### src/rtl/aspg_pkg.sv
// Shared types, constants and helper functions for the send-probability gate.
package aspg_pkg;

    localparam int unsigned PROB_W    = 16;
    localparam int unsigned CHILD_W   = 4;
    localparam int unsigned MODE_W    = 2;

    localparam logic [PROB_W-1:0]  PROB_MAX  = 16'hFFFF;
    localparam logic [CHILD_W-1:0] CHILD_MAX = 4'd9;

    typedef enum logic [MODE_W-1:0] {
        MODE_OWN_SEND   = 2'd0,
        MODE_ROUTE_SEND = 2'd1,
        MODE_OWN_ACK    = 2'd2,
        MODE_ROUTE_ACK  = 2'd3
    } mode_t;

    typedef struct packed {
        logic              granted;
        logic              phase_change;
        logic [PROB_W-1:0] own_probability;
        logic [PROB_W-1:0] route_probability;
    } result_t;

    // Additive increase step, selected by the number of children.
    function automatic logic [PROB_W-1:0] step_lookup(input logic [CHILD_W-1:0] children);
        logic [PROB_W-1:0] step;
        case (children)
            4'd0:    step = 16'd6553;
            4'd1:    step = 16'd3276;
            4'd2:    step = 16'd2184;
            4'd3:    step = 16'd1638;
            4'd4:    step = 16'd1320;
            4'd5:    step = 16'd1092;
            4'd6:    step = 16'd936;
            4'd7:    step = 16'd819;
            4'd8:    step = 16'd655;
            default: step = 16'd595;
        endcase
        return step;
    endfunction

    // Add the step, saturating at the top of the range.
    function automatic logic [PROB_W-1:0] raise_prob(input logic [PROB_W-1:0] prob,
                                                     input logic [PROB_W-1:0] step);
        logic [PROB_W-1:0] result;
        if (prob < (PROB_MAX - step))
        begin
            result = prob + step;
        end
        else
        begin
            result = PROB_MAX;
        end
        return result;
    endfunction

endpackage

### src/rtl/adaptive_send_probability_gate_core.sv
// Top level of the adaptive send-probability gate: state, update logic and result buffering.
//
//  channel  | direction | handshake           | payload
//  ---------+-----------+---------------------+------------------------------------------
//  in       | sink      | in_valid / in_stall | mode, rand_value, link_accepts
//  out      | source    | out_valid/out_stall | granted, phase_change, own_probability,
//           |           |                     | route_probability
//  cfg      | sink      | cfg_valid/cfg_ready | cfg_data (child_count, clamped to 9)
//
// One request is taken per cycle while in_stall is low; its result is registered in
// the output register, or in the skid register if the output is held by a stall.
// Reset puts both probabilities at full scale, clears both pending flags and the
// child count, and empties the output and skid registers.
// A stalled output keeps taking requests: the first waiting result sits in the
// output register, the next in the skid register, and only then is in_stall raised.
module adaptive_send_probability_gate_core
    import aspg_pkg::*;
(
    input  logic                clk,
    input  logic                rst_n,

    input  logic                in_valid,
    output logic                in_stall,
    input  logic [MODE_W-1:0]   mode,
    input  logic [PROB_W-1:0]   rand_value,
    input  logic                link_accepts,

    output logic                out_valid,
    input  logic                out_stall,
    output logic                granted,
    output logic                phase_change,
    output logic [PROB_W-1:0]   own_probability,
    output logic [PROB_W-1:0]   route_probability,

    input  logic                cfg_valid,
    output logic                cfg_ready,
    input  logic [CHILD_W-1:0]  cfg_data
);

    // Gate state
    logic [PROB_W-1:0]  own_prob_reg,      own_prob_next;
    logic [PROB_W-1:0]  route_prob_reg,    route_prob_next;
    logic               own_pending_reg,   own_pending_next;
    logic               route_pending_reg, route_pending_next;
    logic [CHILD_W-1:0] child_count_reg,   child_count_next;

    // Output register and skid stage
    result_t            out_data_reg,  out_data_next;
    logic               out_valid_reg, out_valid_next;
    result_t            skid_data_reg, skid_data_next;
    logic               skid_valid_reg, skid_valid_next;

    result_t            result;
    logic               in_fire;
    logic               out_fire;
    logic               own_hit;
    logic               route_hit;
    logic [PROB_W-1:0]  own_base;
    logic [PROB_W-1:0]  route_base;

    assign in_stall  = skid_valid_reg;
    assign cfg_ready = 1'b1;
    assign in_fire   = in_valid && !skid_valid_reg;
    assign out_fire  = out_valid_reg && !out_stall;

    // Clamp the child count as it is written.
    always_comb
    begin
        child_count_next = child_count_reg;
        if (cfg_valid)
        begin
            child_count_next = (cfg_data > CHILD_MAX) ? CHILD_MAX : cfg_data;
        end
    end

    assign own_hit   = (own_prob_reg >= rand_value);
    assign route_hit = (route_prob_reg >= rand_value);

    // Event update: lottery, multiplicative cut on a still-pending send, then
    // additive increase. A refused send leaves the state alone; an acknowledge clears the pending flag.
    always_comb
    begin
        own_prob_next      = own_prob_reg;
        route_prob_next    = route_prob_reg;
        own_pending_next   = own_pending_reg;
        route_pending_next = route_pending_reg;
        own_base           = own_prob_reg;
        route_base         = route_prob_reg;
        result.granted      = 1'b0;
        result.phase_change = 1'b0;

        unique case (mode_t'(mode))
            MODE_OWN_SEND:
            begin
                if (own_hit && !link_accepts)
                begin
                    // refused by the link: signal a phase change, hold state
                    result.phase_change = 1'b1;
                end
                else
                begin
                    if (own_hit)
                    begin
                        result.granted = 1'b1;
                        if (own_pending_reg)
                        begin
                            own_base            = own_prob_reg >> 1;
                            result.phase_change = 1'b1;
                        end
                        own_pending_next = 1'b1;
                    end
                    own_prob_next = raise_prob(own_base, step_lookup(child_count_reg));
                end
            end
            MODE_ROUTE_SEND:
            begin
                if (!(route_hit && !link_accepts))
                begin
                    if (route_hit)
                    begin
                        result.granted = 1'b1;
                        if (route_pending_reg)
                        begin
                            route_base = route_prob_reg - (route_prob_reg >> 2);
                        end
                        route_pending_next = 1'b1;
                    end
                    route_prob_next = raise_prob(route_base, step_lookup('0));
                end
            end
            MODE_OWN_ACK:
            begin
                own_pending_next = 1'b0;
            end
            MODE_ROUTE_ACK:
            begin
                route_pending_next = 1'b0;
            end
            default:
            begin
                own_pending_next = own_pending_reg;
            end
        endcase

        result.own_probability   = own_prob_next;
        result.route_probability = route_prob_next;
    end

    // Steer the result into the output register, or the skid stage if the
    // output is still held by a stall.
    always_comb
    begin
        out_data_next   = out_data_reg;
        out_valid_next  = out_valid_reg;
        skid_data_next  = skid_data_reg;
        skid_valid_next = skid_valid_reg;

        if (out_fire)
        begin
            out_valid_next = 1'b0;
        end

        if (skid_valid_reg)
        begin
            if (out_fire)
            begin
                // advance the skid entry into the output register
                out_data_next   = skid_data_reg;
                out_valid_next  = 1'b1;
                skid_valid_next = 1'b0;
            end
        end
        else if (in_fire)
        begin
            if (!out_valid_reg || out_fire)
            begin
                out_data_next  = result;
                out_valid_next = 1'b1;
            end
            else
            begin
                skid_data_next  = result;
                skid_valid_next = 1'b1;
            end
        end
    end

    always_ff @(posedge clk or negedge rst_n)
    begin
        if (!rst_n)
        begin
            own_prob_reg      <= PROB_MAX;
            route_prob_reg    <= PROB_MAX;
            own_pending_reg   <= 1'b0;
            route_pending_reg <= 1'b0;
            child_count_reg   <= '0;
            out_valid_reg     <= 1'b0;
            skid_valid_reg    <= 1'b0;
        end
        else
        begin
            child_count_reg <= child_count_next;
            out_valid_reg   <= out_valid_next;
            skid_valid_reg  <= skid_valid_next;
            if (in_fire)
            begin
                own_prob_reg      <= own_prob_next;
                route_prob_reg    <= route_prob_next;
                own_pending_reg   <= own_pending_next;
                route_pending_reg <= route_pending_next;
            end
        end
    end

    always_ff @(posedge clk)
    begin
        out_data_reg  <= out_data_next;
        skid_data_reg <= skid_data_next;
    end

    assign out_valid         = out_valid_reg;
    assign granted           = out_data_reg.granted;
    assign phase_change      = out_data_reg.phase_change;
    assign own_probability   = out_data_reg.own_probability;
    assign route_probability = out_data_reg.route_probability;

endmodule

### config.mk
export PLATFORM = sky130hd
export DESIGN_NAME = adaptive_send_probability_gate_core
export DESIGN_NICKNAME = d
export VERILOG_FILES = /design/src/rtl/aspg_pkg.sv /design/src/rtl/adaptive_send_probability_gate_core.sv
export SDC_FILE = /design/constraint.sdc
export NUM_CORES = 1
export LEC_CHECK = 0
export BUFFER_PORTS_ARGS = -buffer_cell sky130_fd_sc_hd__buf_2
export CAP_MARGIN = 20
export CORE_AREA = 2 2 145 133
export CTS_CLUSTER_SIZE = 24
export DETAILED_ROUTE_END_ITERATION = 10
export DIE_AREA = 0 0 147 135
export GPL_TIMING_DRIVEN = 1
export HOLD_SLACK_MARGIN = 0.06
export PLACE_DENSITY = 0.66
export REMOVE_ABC_BUFFERS = 1
export SETUP_SLACK_MARGIN = 0.3
export SLEW_MARGIN = 20
export SYNTH_ARGS = -nofsm -noshare
export SYNTH_HDL_FRONTEND = slang
export SYNTH_SLANG_ARGS = --single-unit
### constraint.sdc
create_clock -name clk -period 13.5 [get_ports clk]
set_clock_uncertainty 0.15 [all_clocks]
set_input_delay 2.025 -clock clk [delete_from_list [all_inputs] [get_ports clk]]
set_output_delay 2.025 -clock clk [all_outputs]
set_load 0.05 [all_outputs]
==> results.yml <==
global_route:
  grt_antenna_before_repair: 0
  overflow: 0
  grt_max_degree: 45
  gr-usage-all-layers_pct: 21.5
  first_global_vias: 6486
  grt_first_pass_wirelength_um: 34300
sta:
  relSlewSlack_pct: 39.9
  rsz0062_at_grt: "no"
  setup_viol: 0
  slew_violations: 0
  finalCritPeriodShare_pct: 51.0
  max_freq_ghz: 0.145
  finalHoldViolCount: 0
  worst_pin_slew_ps: 899
  post-route-min-period_ps: 6890
  setup_slack_ps: 6610
  fin_tns_setup_ps: 0
clock_tree:
  htree_levels: 3
  clockBufferDepth: 2
  ctsResizeCount: 0
  post_cts_buffers: 0
  cts_sinks: 108
  cts_buffers: 9
  cts_hold_buf: 0
  clkTransAtPathRegs_ps: 70
  cts-root-buf: "clkbuf_16"
  clock_latency_ps: 360
  cts_tree: "done"
routing:
  wl_um: 20700
  ant_nets: 0
  num_vias: 6938
  via_per_inst: 5.71
  drt-initial-drc-count: 519
  drc_errors: 0
  wl_per_cell_um: 17.1
  drt_first_pass_iters: 5
setup_path:
  crit_path_start_kind: "input pin"
  crit_path_max_fanout: 19
  worst_path_largest_cell_delay_ps: 670
  crit_path_cell_trace: "buf_2, ha_1, nand2b_1, a21o_1, a21o_1, a2111oi_0, o21ai_1, a21o_1, nand2_1, nand2_1, ha_1, nor2b_1, o21a_1, o21ai_0, a21oi_1, o211ai_1, a211o_1, nor3_1, buf_4, o22ai_1, o21ai_0"
  path_class: "in2reg"
  cpMaxStageDelayCell: "nor3_1"
  cp.required_ps: 13540
  cp_data_arrival_time_ps: 6930
  crit_top_cell: "a21o_1"
  end_kind: "register"
logic_synthesis:
  synth_edf_count: 68
  synth_warnings: 0
  synthTopCellsByArea: "edfxtp_1 25%, dfstp_2 10%, ha_1 9.5%"
  synth_top_area_share_pct: 25.3
  ys_types: 74
  synth.avg_cell_area_um2: 8.77
  syn-instance-count: 921
  syn_area_um2: 8080
  ys_seq_elements: 108
  synth_most_common_cell: "nand2_1"
  ys_seq_area_share_pct: 38.2
  synth_ff_type: "edfxtp_1"
  synth_top_cell_by_area: "edfxtp_1"
  async_flop_share_pct: 37.0
  synth_common_cells: "127 x nand2_1, 86 x o21ai_0, 72 x inv_1"
layout:
  seqCellArea_um2: 3080
  nFillCells: 1788
  drive_above_1_share_pct: 15.8
  antenna_cells: 0
  fin_nets: 1057
  area_growth_pct: 11.3
  largest_register_ffs: 34
  multi_input_area_um2: 4590
floorplanning:
  die_w_um: 147
  coreArea_um2: 18200
  num_rows: 47
  die_h_um: 135
  die_area_um2: 19800
  io_pins: 65
  start_util_pct: 44.3
placement:
  place.gp.congestion: 0.918
  dp_slack_ps: 6380
  port_buffers: 63
  dp_hpwl_um: 14900
run:
  maxCapViolCount: 0
worst_hold_path:
  hp-class: "reg2reg"
run_status:
  outcome: "finished, final reports clean"
[layout make-up]
| cell class | count | area share [%] |
|---|---|---|
| clock inverters | 6 | 0.794 |
| repair buffers | 75 | 4.73 |
| inverters | 72 | 3.01 |
| clock buffers | 10 | 2.66 |
| well taps | 245 | 3.41 |
| multi-input cells | 700 | 51.1 |
| flip-flops and latches | 108 | 34.3 |
[path summary, 6_finish.rpt]
kind	start	to	cells after the start	slack, ps
max	rand_value[0]	own_probability[5]	21	6610
min	own_prob_reg[0]	own_prob_reg[0]	2	360
max reg2reg	own_prob_reg[0]	own_probability[5]	21	7800
min reg2reg	own_prob_reg[0]	own_prob_reg[0]	2	360
max in group asynchronous	rst_n	own_prob_reg[6]	2	11130
min in group asynchronous	rst_n	child_count_reg[1]	1	1480
[layer usage]
| layer | GRT usage [%] | up-vias | routed length, um |
|---|---|---|---|
| met4 | 5.13 | 0 | 308 |
| met1 | 32.3 | 3268 | 10600 |
| li1 | - | 3449 | - |
| met2 | 31.9 | 193 | 8560 |
| met3 | 4.43 | 28 | 1230 |
| met5 | 0 | - | 0 |
[cells in the final DEF (no fill, tap or decap), types with 4 or more instances in the layout]
master | netlist | final
edfxtp_1 | 68 | 68
ha_1 | 61 | 61
buf_2 | 6 | 63
nand2b_1 | 8 | 8
mux2_2 | 7 | 7
xnor2_1 | 20 | 20
nor3b_1 | 4 | 4
and2_1 | 6 | 6
o21ai_0 | 86 | 86
a31oi_1 | 13 | 13
nor2_1 | 67 | 67
xor2_1 | 12 | 12
and3_1 | 9 | 9
or2_2 | 5 | 5
a211o_1 | 4 | 4
mux2i_1 | 8 | 8
inv_1 | 72 | 72
a22oi_1 | 9 | 9
nand4_1 | 7 | 7
o22ai_1 | 15 | 15
nor2b_1 | 9 | 9
or3_1 | 6 | 6
a221oi_1 | 4 | 4
o21bai_1 | 4 | 4
a21oi_1 | 55 | 54
nand3_1 | 14 | 14
nand2_1 | 127 | 127
o31ai_1 | 13 | 13
nor3_1 | 25 | 25
a21o_1 | 14 | 14
a211oi_1 | 14 | 13
dfrtp_1 | 8 | 7
dfstp_2 | 32 | 32
o21a_1 | 7 | 7
o211ai_1 | 11 | 11
clkbuf_16 | 0 | 9
buf_4 | 1 | 11
[stage by stage]
stage	utilization (%)	std cells	cell area (um2)	hold slack (ps)
floorplan	-	880	7910	318
global placement	47.4	1199	8650	324
detailed placement	47.4	1199	8650	356
CTS	49.1	1215	8960	367
global route	49.3	1216	8990	389
finish	49.3	1216	8990	363
[logic make-up (layout without fill, tap and decap cells)]
| group | count (synthesis) | after routing | share of synthesized area, % |
|---|---|---|---|
| xor gates and xnor gates | 32 | 32 | 3.47 |
| and+or+nand+nor | 297 | 297 | 16.7 |
| buffers and inverters | 113 | 163 | 5.39 |
| AOI/OAI and AO/OA | 291 | 291 | 24.2 |
| muxes | 16 | 16 | 2.15 |
| adders and majority gates | 63 | 63 | 9.95 |
| other | 1 | 1 | 0.0464 |
| DFF | 108 | 108 | 38.2 |
[critical path: cells and delay by family]
kind / cells / cell delay [ps]
buffers and inverters: 2 / 430
adder cells (fa/ha/maj): 2 / 600
AND/OR/NAND/NOR: 5 / 1190
AO/OA/AOI/OAI: 12 / 2660
Power is not shown: default switching activity piles up to over one toggle a cycle in this logic, so the estimate is an artifact.
